--- src/hdl/dle_frame_encoder_crc16_top_assert.svh ---
// Assertion macros used by the frame encoder back end.
`ifndef DLE_FRAME_ENCODER_CRC16_TOP_ASSERT_SVH
`define DLE_FRAME_ENCODER_CRC16_TOP_ASSERT_SVH

// Checked on every rising edge of clk, quiet while reset is asserted.
`define DFE_ASSERT(lbl, prop, msg) \
    lbl: assert property (@(posedge clk) disable iff (!rst_n) prop) else $error(msg);

// Checked on every rising edge of clk, reset included.
`define DFE_ASSERT_ALWAYS(lbl, prop, msg) \
    lbl: assert property (@(posedge clk) prop) else $error(msg);

`endif

--- src/hdl/dfe_pkg.sv ---
// Package: types, constants and CRC helper for the DLE frame encoder.
`default_nettype none
package dfe_pkg;

    localparam logic [7:0]  BYTE_DLE = 8'h10;
    localparam logic [7:0]  BYTE_STX = 8'h02;
    localparam logic [7:0]  BYTE_ETX = 8'h03;
    localparam logic [15:0] CRC_INIT = 16'h1D0F;

    // Command queue geometry
    localparam int QUEUE_DEPTH = 4;
    localparam int QPTR_W      = $clog2(QUEUE_DEPTH);
    localparam int QCNT_W      = $clog2(QUEUE_DEPTH + 1);

    // Output steps of one command, in emission order
    localparam int          NUM_STEPS     = 10;
    localparam logic [3:0]  STEP_SOF_DLE  = 4'd0;
    localparam logic [3:0]  STEP_SOF_STX  = 4'd1;
    localparam logic [3:0]  STEP_BYTE_ESC = 4'd2;
    localparam logic [3:0]  STEP_BYTE     = 4'd3;
    localparam logic [3:0]  STEP_CRCH_ESC = 4'd4;
    localparam logic [3:0]  STEP_CRCH     = 4'd5;
    localparam logic [3:0]  STEP_CRCL_ESC = 4'd6;
    localparam logic [3:0]  STEP_CRCL     = 4'd7;
    localparam logic [3:0]  STEP_ETX_DLE  = 4'd8;
    localparam logic [3:0]  STEP_ETX      = 4'd9;

    typedef struct packed {
        logic [7:0] payload_byte;
        logic       first_of_frame;
        logic       last_of_frame;
        logic       empty_frame;
    } item_t;

    typedef struct packed {
        logic [7:0] out_byte;
        logic       last_of_run;
        logic       frame_end;
    } result_t;

    // Classified work for the back end
    typedef struct packed {
        logic [7:0]  data;
        logic        has_sof;
        logic        has_byte;
        logic        has_tail;
        logic [15:0] crc;
    } cmd_t;

    // CRC-16 poly 0x1021, MSB first, one byte
    function automatic logic [15:0] crc_update(input logic [15:0] crc, input logic [7:0] b);
        logic [7:0] x;
        x = crc[15:8] ^ b;
        x = x ^ {4'b0, x[7:4]};
        return {crc[7:0], 8'b0} ^ {x[3:0], 12'b0} ^ {3'b0, x, 5'b0} ^ {8'b0, x};
    endfunction

endpackage
`default_nettype wire

--- src/hdl/dfe_front.sv ---
// Front end: accepts input beats, runs the CRC and builds commands.
`default_nettype none
module dfe_front
    import dfe_pkg::*;
(
    input  wire logic  clk,
    input  wire logic  rst_n,
    input  wire logic  push,
    input  wire item_t item,
    input  wire logic  q_full,
    output logic       cmd_push,
    output cmd_t       cmd
);

    logic [15:0] crc_reg;
    logic [15:0] crc_next;
    logic [15:0] crc_base;

    assign cmd_push = push && !q_full;
    assign crc_base = item.first_of_frame ? CRC_INIT : crc_reg;

    always_comb
    begin
        if (item.empty_frame)
        begin
            crc_next     = CRC_INIT;
            cmd.has_sof  = 1'b1;
            cmd.has_byte = 1'b0;
            cmd.has_tail = 1'b1;
        end
        else
        begin
            crc_next     = crc_update(crc_base, item.payload_byte);
            cmd.has_sof  = item.first_of_frame;
            cmd.has_byte = 1'b1;
            cmd.has_tail = item.last_of_frame;
        end
        cmd.data = item.payload_byte;
        cmd.crc  = crc_next;
    end

    always_ff @(posedge clk or negedge rst_n)
    begin
        if (!rst_n)
            crc_reg <= CRC_INIT;
        else if (cmd_push)
            crc_reg <= crc_next;
    end

endmodule
`default_nettype wire

--- src/hdl/dfe_cmd_queue.sv ---
// Command queue between front and back ends.
`default_nettype none
module dfe_cmd_queue
    import dfe_pkg::*;
(
    input  wire logic clk,
    input  wire logic rst_n,
    input  wire logic wr_en,
    input  wire cmd_t wr_cmd,
    output logic      q_full,
    input  wire logic rd_en,
    output cmd_t      rd_cmd,
    output logic      q_empty
);

    cmd_t              entry_reg [QUEUE_DEPTH];
    logic [QPTR_W-1:0] wr_ptr_reg;
    logic [QPTR_W-1:0] rd_ptr_reg;
    logic [QCNT_W-1:0] count_reg;
    logic [QCNT_W-1:0] count_next;

    assign q_full  = (count_reg == QCNT_W'(QUEUE_DEPTH));
    assign q_empty = (count_reg == '0);
    assign rd_cmd  = entry_reg[rd_ptr_reg];

    always_comb
    begin
        count_next = count_reg;
        if (wr_en && !rd_en)
            count_next = count_reg + 1'b1;
        else if (!wr_en && rd_en)
            count_next = count_reg - 1'b1;
    end

    always_ff @(posedge clk)
    begin
        if (wr_en)
            entry_reg[wr_ptr_reg] <= wr_cmd;
    end

    always_ff @(posedge clk or negedge rst_n)
    begin
        if (!rst_n)
        begin
            wr_ptr_reg <= '0;
            rd_ptr_reg <= '0;
            count_reg  <= '0;
        end
        else
        begin
            if (wr_en)
                wr_ptr_reg <= wr_ptr_reg + 1'b1;
            if (rd_en)
                rd_ptr_reg <= rd_ptr_reg + 1'b1;
            count_reg <= count_next;
        end
    end

endmodule
`default_nettype wire

--- src/hdl/dfe_back.sv ---
// Back end: commands into stuffed frame bytes, at most one per cycle.
`default_nettype none
module dfe_back
    import dfe_pkg::*;
(
    input  wire logic clk,
    input  wire logic rst_n,
    input  wire cmd_t head,
    input  wire logic q_empty,
    output logic      q_pop,
    output result_t   result,
    output logic      empty,
    input  wire logic pop
);

    `include "dle_frame_encoder_crc16_top_assert.svh"

    logic [3:0]           phase_reg;
    logic [3:0]           phase_next;
    logic                 out_valid_reg;
    result_t              out_reg;
    result_t              out_next;
    logic [NUM_STEPS-1:0] mask;
    logic [NUM_STEPS-1:0] remaining;
    logic [3:0]           sel;
    logic                 more;
    logic                 fire;

    always_comb
    begin
        mask[STEP_SOF_DLE]  = head.has_sof;
        mask[STEP_SOF_STX]  = head.has_sof;
        mask[STEP_BYTE_ESC] = head.has_byte && (head.data == BYTE_DLE);
        mask[STEP_BYTE]     = head.has_byte;
        mask[STEP_CRCH_ESC] = head.has_tail && (head.crc[15:8] == BYTE_DLE);
        mask[STEP_CRCH]     = head.has_tail;
        mask[STEP_CRCL_ESC] = head.has_tail && (head.crc[7:0] == BYTE_DLE);
        mask[STEP_CRCL]     = head.has_tail;
        mask[STEP_ETX_DLE]  = head.has_tail;
        mask[STEP_ETX]      = head.has_tail;
    end

    // lowest step still pending, and whether any follows it
    always_comb
    begin
        for (int i = 0; i < NUM_STEPS; i++)
            remaining[i] = mask[i] && (4'(i) >= phase_reg);
        sel = STEP_ETX;
        for (int i = NUM_STEPS - 1; i >= 0; i--)
            if (remaining[i])
                sel = 4'(i);
        more = 1'b0;
        for (int i = 0; i < NUM_STEPS; i++)
            if (remaining[i] && (4'(i) > sel))
                more = 1'b1;
    end

    always_comb
    begin
        case (sel)
            STEP_SOF_DLE:  out_next.out_byte = BYTE_DLE;
            STEP_SOF_STX:  out_next.out_byte = BYTE_STX;
            STEP_BYTE_ESC: out_next.out_byte = BYTE_DLE;
            STEP_BYTE:     out_next.out_byte = head.data;
            STEP_CRCH_ESC: out_next.out_byte = BYTE_DLE;
            STEP_CRCH:     out_next.out_byte = head.crc[15:8];
            STEP_CRCL_ESC: out_next.out_byte = BYTE_DLE;
            STEP_CRCL:     out_next.out_byte = head.crc[7:0];
            STEP_ETX_DLE:  out_next.out_byte = BYTE_DLE;
            STEP_ETX:      out_next.out_byte = BYTE_ETX;
            default:       out_next.out_byte = BYTE_ETX;
        endcase
        out_next.last_of_run = !more;
        out_next.frame_end   = (sel == STEP_ETX);
    end

    assign fire       = !q_empty && (!out_valid_reg || pop);
    assign q_pop      = fire && !more;
    assign phase_next = more ? sel + 1'b1 : 4'd0;
    assign result     = out_reg;
    assign empty      = !out_valid_reg;

    always_ff @(posedge clk)
    begin
        if (fire)
            out_reg <= out_next;
    end

    always_ff @(posedge clk or negedge rst_n)
    begin
        if (!rst_n)
        begin
            phase_reg     <= '0;
            out_valid_reg <= 1'b0;
        end
        else
        begin
            if (fire)
                phase_reg <= phase_next;
            if (fire)
                out_valid_reg <= 1'b1;
            else if (pop)
                out_valid_reg <= 1'b0;
        end
    end

    `DFE_ASSERT(a_phase_range, phase_reg <= STEP_ETX, "step counter out of range")
    `DFE_ASSERT(a_pop_nonempty, q_pop |-> !q_empty, "command popped from empty queue")
    `DFE_ASSERT(a_end_is_last, (out_valid_reg && out_reg.frame_end) |-> out_reg.last_of_run,
        "frame end byte not flagged as last of run")
    `DFE_ASSERT(a_phase_idle, (fire && !more) |=> (phase_reg == 4'd0),
        "step counter not rewound after command")

endmodule
`default_nettype wire

--- src/hdl/dle_frame_encoder_crc16_top.sv ---
// Top level of the DLE/STX/ETX frame encoder with CRC-16.
`default_nettype none
// Payload bytes enter as queue pushes and leave as a byte-stuffed frame:
// DLE STX on a first byte, each byte with DLE doubled, and on a last byte
// the CRC-16 (poly 0x1021, init 0x1D0F) high then low, stuffed, then
// DLE ETX. The front end takes one input beat per cycle into a four-entry
// command queue; the back end sends one output byte per cycle while the
// output is free or popped, and an item yields 1 to 10 bytes (0 to 2 for
// the byte, 2 more with a first mark, 4 to 6 more for the tail). Sustained
// rate is set by that byte count; pushes stall only when the queue is full.
module dle_frame_encoder_crc16_top
    import dfe_pkg::*;
(
    input  wire logic    clk,
    input  wire logic    rst_n,
    input  wire logic    push,
    input  wire item_t   item,
    output logic         full,
    output result_t      result,
    output logic         empty,
    input  wire logic    pop
);

    logic cmd_push;
    cmd_t cmd;
    cmd_t head;
    logic q_empty;
    logic q_pop;

    dfe_front u_front (
        .clk      (clk),
        .rst_n    (rst_n),
        .push     (push),
        .item     (item),
        .q_full   (full),
        .cmd_push (cmd_push),
        .cmd      (cmd)
    );

    dfe_cmd_queue u_queue (
        .clk     (clk),
        .rst_n   (rst_n),
        .wr_en   (cmd_push),
        .wr_cmd  (cmd),
        .q_full  (full),
        .rd_en   (q_pop),
        .rd_cmd  (head),
        .q_empty (q_empty)
    );

    dfe_back u_back (
        .clk     (clk),
        .rst_n   (rst_n),
        .head    (head),
        .q_empty (q_empty),
        .q_pop   (q_pop),
        .result  (result),
        .empty   (empty),
        .pop     (pop)
    );

endmodule
`default_nettype wire
--- config.mk ---
export PLATFORM = sky130hd
export DESIGN_NAME = dle_frame_encoder_crc16_top
export DESIGN_NICKNAME = d
export VERILOG_FILES = /design/src/hdl/dfe_pkg.sv /design/src/hdl/dfe_front.sv /design/src/hdl/dfe_cmd_queue.sv /design/src/hdl/dfe_back.sv /design/src/hdl/dle_frame_encoder_crc16_top.sv
export VERILOG_INCLUDE_DIRS = /design/src /design/src/hdl
export SDC_FILE = /design/constraint.sdc
export NUM_CORES = 1
export LEC_CHECK = 0
export BUFFER_PORTS_ARGS = -buffer_cell sky130_fd_sc_hd__buf_2
export CORE_MARGIN = 8
export CORE_UTILIZATION = 50
export CTS_CLUSTER_SIZE = 28
export DETAILED_ROUTE_END_ITERATION = 16
export GPL_TIMING_DRIVEN = 0
export PLACE_DENSITY = 0.77
export SLEW_MARGIN = 20
export SYNTH_ARGS = -nofsm -noshare
export SYNTH_HDL_FRONTEND = slang
export SYNTH_SLANG_ARGS = --single-unit
--- constraint.sdc ---
create_clock -name clk -period 7.8 [get_ports clk]
set_clock_uncertainty 0.2 [all_clocks]
set_input_delay 0.39 -clock clk [delete_from_list [all_inputs] [get_ports clk]]
set_output_delay 0.39 -clock clk [all_outputs]
set_load 0.02 [all_outputs]
-- Word level (Yosys, flattened, before mapping)
Memory sizes are Yosys's and may differ from the RTL's.
Index checks and enable logic that the tools add are counted.
- bits in registers: 38
- bits in latches: 0
- bits in writable memories: 108
- bits in read-only memories: 0
- bits of input ports: 15
- output and inout bits: 12
- memories: 1
- add/subtract/negate cells: 5
- multipliers: 0
- div/mod/pow operators: 0
- $lt $le $gt $ge: 20
- equal/unequal tests: 13
- shift operators: 0
- multiplexer cells: 30
- bitwise operators: 5
- reduce and logical (&&, ||, !) cells: 40
- memories (memory ; words ; width ; read ports ; clocked after memory_dff ; wr ports ; RTL line ; text):
    u_queue.entry_reg ; 4 ; 27 ; 1 ; 0 ; 1 ; dfe_cmd_queue.sv:16 ; cmd_t entry_reg [QUEUE_DEPTH];
- operators by type and width (operator ; count):
    one-hot mux 8 bit (5 select lines) ; 1
    two-way mux 4 bit ; 9
    two-way mux 16 bit ; 2
    logical AND 1 bit ; 28
    == test 8 x 5 -> 1 bit (second input constant) ; 3
    == test 4 x 3 -> 1 bit (second input constant) ; 4
    greater-or-equal comparator 3 x 4 -> 1 bit (first input constant) ; 4
    > comparator 3 x 4 -> 1 bit (first input constant) ; 4
    bitwise XOR 16 x 13 -> 16 bit ; 1
    bitwise XOR 16 bit ; 1
    bitwise XOR 16 x 8 -> 16 bit ; 1
    two-way mux 1 bit ; 15
    two-way mux 3 bit ; 3
    == test 4 x 2 -> 1 bit (second input constant) ; 2
    == test 4 bit (second input constant) ; 2
    greater-or-equal comparator 1 x 4 -> 1 bit (first input constant) ; 2
    greater-or-equal comparator 2 x 4 -> 1 bit (first input constant) ; 2
    greater-or-equal comparator 4 bit (first input constant) ; 2
    > comparator 1 x 4 -> 1 bit (first input constant) ; 2
    > comparator 2 x 4 -> 1 bit (first input constant) ; 2
    > comparator 4 bit (first input constant) ; 2
    bitwise XOR 8 x 4 -> 8 bit ; 1
    bitwise XOR 8 bit ; 1
    zero test 1 bit ; 6
    11 further kinds ; 13

-- Logic depth before layout (Yosys ltp)
- depth in word-level cells: 28
- depth in mapped cells: 20

-- By module
From an unflattened synthesis, not the netlist that was laid out.
- cell total of the unflattened synthesis: 436
- area total of the unflattened synthesis: 6766.5 um^2
- modules (own cells, without submodules) (module ; times used ; cells an instance ; area each (um^2) ; sequential area each (um^2)):
    dfe_cmd_queue ; 1 ; 175 ; 4299.1 ; 3418.3
    dfe_front ; 1 ; 141 ; 1300.0 ; 410.4
    dfe_back ; 1 ; 120 ; 1167.4 ; 425.4

-- Worst setup path after synthesis
No wires, ideal clock.
- kind: flip-flop to flip-flop
- start: register u_queue.rd_ptr_reg[0]
- end: register u_queue.count_reg[2]
- library setup time: 0.079 ns
- arrival: 4.212 ns
- required time: 7.521 ns
- slack: 3.308 ns
- stages on the path, launching flop included: 19
- path buffers: 3
- clock period less this slack: 4.492 ns
- cells stage by stage: dfrtp_1 buf_6 buf_12 mux4_1 or4_1 a211oi_2 or3_1 buf_6 inv_1 ha_1 or4_1 o2111ai_1 o21a_1 ha_1 inv_1 fa_1 xor2_1 nor2_1 xor2_1
- longest elaborated chain between the ends: 28
- elaborated cells on any way between the ends: 63
- RTL lines (element ; RTL line ; text):
    from (decl) ; dfe_cmd_queue.sv:18 ; logic [QPTR_W-1:0] rd_ptr_reg;
    from (signal assigned) ; dfe_cmd_queue.sv:54 ; rd_ptr_reg <= rd_ptr_reg + 1'b1;
    memory (4 x 27 bit) * ; n/a ;
    == test 8 x 5 -> 1 bit / logical AND 1 bit (equally long branches) ; dfe_back.sv:37, dfe_back.sv:47 ;
    logical AND 1 bit / two-way mux 1 bit (equally long branches) ; dfe_back.sv:37, dfe_back.sv:50 ;
    logical AND 1 bit / two-way mux 4 bit (equally long branches) ; dfe_back.sv:47, dfe_back.sv:50 ;
    two-way mux 4 bit (7 in series) ; dfe_back.sv:50 ; if (remaining[i])
    > comparator 1 x 4 -> 1 bit ; dfe_back.sv:54 ; if (remaining[i] && (4'(i) > sel))
    logical AND 1 bit ; dfe_back.sv:54 ;
    two-way mux 1 bit (9 in series) ; dfe_back.sv:54 ;
    two-way mux 1 bit * ; dfe_back.sv:54 ;
    zero test 1 bit * ; dfe_back.sv:78 ; assign q_pop = fire && !more;
    logical AND 1 bit * ; dfe_back.sv:78 ;
    zero test 1 bit ; dfe_cmd_queue.sv:29 ; if (wr_en && !rd_en)
    logical AND 1 bit ; dfe_cmd_queue.sv:29 ;
    two-way mux 3 bit / nonzero test 2 bit (equally long branches) ; n/a ;
    to (signal assigned) ; dfe_cmd_queue.sv:55 ; count_reg <= count_next;
    to (decl) ; dfe_cmd_queue.sv:19 ; logic [QCNT_W-1:0] count_reg;
Every way passes the cells marked *; elsewhere a longest branch is shown, timed or not.
A chain may end at the register's enable or synchronous reset.

-- Worst setup path in the final report
Same ends and word-level chain as after synthesis.

==> results.toml <==
[cts]
clockBufferDepth = 2
clkSlewWorstSetupHoldPaths_ns = 0.05
htree_levels = 4
post_cts.repair.setup_buffers = 0
root_buffer = "clkbuf_16"
cts_tree = "yes"
worstSkewPairLatency_ns = 0.42
cts_hold_buf = 2
numClockSinks = 146
numCtsBuffers = 17
cts_resized = 0

[grt]
grt_max_degree = 29
grt_usage_pct = 17.01
grt-ovfl-total = 0
grt_pass1_vias = 3901
antenna_found_initial = 0
grt_pass1_wl_um = 21250

[worst_setup_path]
critPathTopFamily = "simple AND/OR/NAND/NOR gates"
crit_fanout = 10
arrival_ns = 5.32
critPathBufInv = 5
start_kind = "flop"
slowest_stage = "mux4_2"
timing.critical_path.mode_cell = "buf_6"
max_stage_delay_ns = 0.60
setup.worst_path.class = "flop to flop"
end_kind = "flop"
reg2reg_slack_ns = 2.62
cp.required_ns = 7.94
critical_path.cell_chain = "buf_6 -> buf_6 -> mux4_2 -> nor4b_1 -> nand4b_1 -> mux2i_1 -> or3_1 -> buf_6 -> inv_1 -> ha_1 -> or4_1 -> o2111ai_1 -> o21a_1 -> ha_1 -> inv_1 -> fa_1 -> xor2_1 -> nor2_1 -> xor2_1"

[sta]
fmax_ghz = 0.1930
min_period_ns = 5.181
fin_crit_sh_pct = 66.42
setup_tns_ns = 0
hold_viol = 0
max_slew_margin_pct = 48.47
setup-violations-final = 0
tightest_slew_ns = 0.7730
slew_violations = 0
rsz0062_at_grt = "false"

[placed_design]
post-dp-hpwl_um = 9267
place_inst = 615
port-buffer-count = 26
routabilityCongestion = 0.9010

[route]
drtAntennaViolNets = 0
drt_wl_total_um = 13560
drt-initial-drc-count = 331
vias = 3772
first_pass_iters = 5
viasPerCell = 5.830
routedWlPerCell_um = 20.96
drc = 0

[yosys]
synth.most_common_cell = "edfxtp_1"
ys.flop_type = "edfxtp_1"
synth_cell_type_count = 56
synth_edf_count = 118
synth_top_area_share_pct = 53.83
postSynthCellCount = 413
yosys_warnings = 0
synth.net_count = 438
synth_top_area_cell = "edfxtp_1"
ys_ff_latch = 146
synth_common_cells = "edfxtp_1, nor2_1, xnor2_1"
synth.cell_area_um2 = 6583
synth.avg_cell_area_um2 = 15.94
synth_area_leaders = "edfxtp_1, dfrtp_1, mux4_1, mux4_2, xnor2_1"
yosysSeqAreaShare_pct = 64.63
async_flop_share_pct = 19.18

[floorplan]
design.core.area_um2 = 13030
pin_count = 27
die_area_um2 = 17090
fp.dieH_um = 130.7
die_x_um = 130.7
rows = 42
initial_core_util_pct = 50.51

[job]
drv_cap = 0

[power_and_ir_drop]
irDropWorstVdd_mv = 0.2069
p_leak_nw = 2.750
power_density_nw_per_um2 = 439.2

[layout]
regArea_um2 = 4254
drive_above_1_share_pct = 23.57
utilization_pct = 58.32
largest_reg_flops = 108
diodes = 0
nets = 485
nFillCells = 1005
multi_input_comb_area_um2 = 2158
fin_cells = 647
syn2layout_area_growth_pct = 15.47

[hold_path]
min_path_type = "primary input to flop"

[outcome]
status = "finished, final reports clean"
[placed cells by master, fill, tap and decap left out, types with 6 or more instances in the layout]
cell type    n
edfxtp_1   118
buf_2       29
xnor2_1     25
nor2_1      25
nand2_1     20
dfrtp_1     20
clkbuf_16   17
inv_1       14
mux4_1      14
mux4_2      13
mux2_2      13
o21ai_0     11
xor2_1      10
ha_1         9
clkbuf_1     8
dfstp_2      8
a21oi_1      6
nor2b_1      6
a31oi_1      6
bufinv_16    6
[metal layers]
layer / vias up / wire length [µm] / track usage [%]
met3: 19 / 590 / 4.058
met1: 1935 / 5787 / 20.52
met2: 122 / 6922 / 28.89
li1: 1696 / - / -
met5: - / 0 / 0
met4: 0 / 261 / 6.887
[path summary, 6_finish.rpt]
path,depth (start not counted),endpoint,startpoint
setup / recovery,19,u_queue.count_reg[2],u_queue.rd_ptr_reg[0]
hold / removal,1,u_queue.entry_reg[0][19],item[3]
setup reg to reg,19,u_queue.count_reg[2],u_queue.rd_ptr_reg[0]
hold reg to reg,1,u_queue.count_reg[2],u_queue.count_reg[2]
max in group asynchronous,2,u_queue.wr_ptr_reg[1],rst_n
min in group asynchronous,2,u_back.out_valid_reg,rst_n
[report_power, final]
group	internal, W	switching [W]	total (W)
Combinational	0.000507	0.000709	0.00122
Sequential	0.00114	0.0000921	0.00123
Clock	0.000593	0.000297	0.000889
Total	0.00224	0.00110	0.00334
[area by class of cell]
class	count	share of cell area, %
sequential	146	55.97
multi-input combinational	236	28.40
clock buffer	18	5.646
tap	176	2.897
clock inverter	12	2.815
timing repair buffer	28	1.975
buffer	16	1.564
inverter	15	0.7407
[metrics by stage]
step	cell area, µm²	setup WS [ns]	power (W)	hold WS, ns
floorplan	6583	3.308	0.002120	-0.1056
global placement	6933	2.731	0.002425	0.2697
detailed placement	6938	2.678	0.002465	0.2689
CTS	7601	2.646	0.003358	0.01341
global route	7601	2.304	0.003512	0.02110
finish	7601	2.619	0.003338	0.03473
[cell families after synthesis]
logic type               after synthesis  synth area share, %
flip-flops                           146                64.63
XOR/XNOR                              35                4.657
buffers and inverters                 31                2.661
adder cells (fa/ha/maj)               10                2.015
AND/OR/NAND/NOR                       91                7.204
multiplexers                          41                12.41
AO/OA/AOI/OAI                         59                6.425
Power figures use the tool's default switching activity.
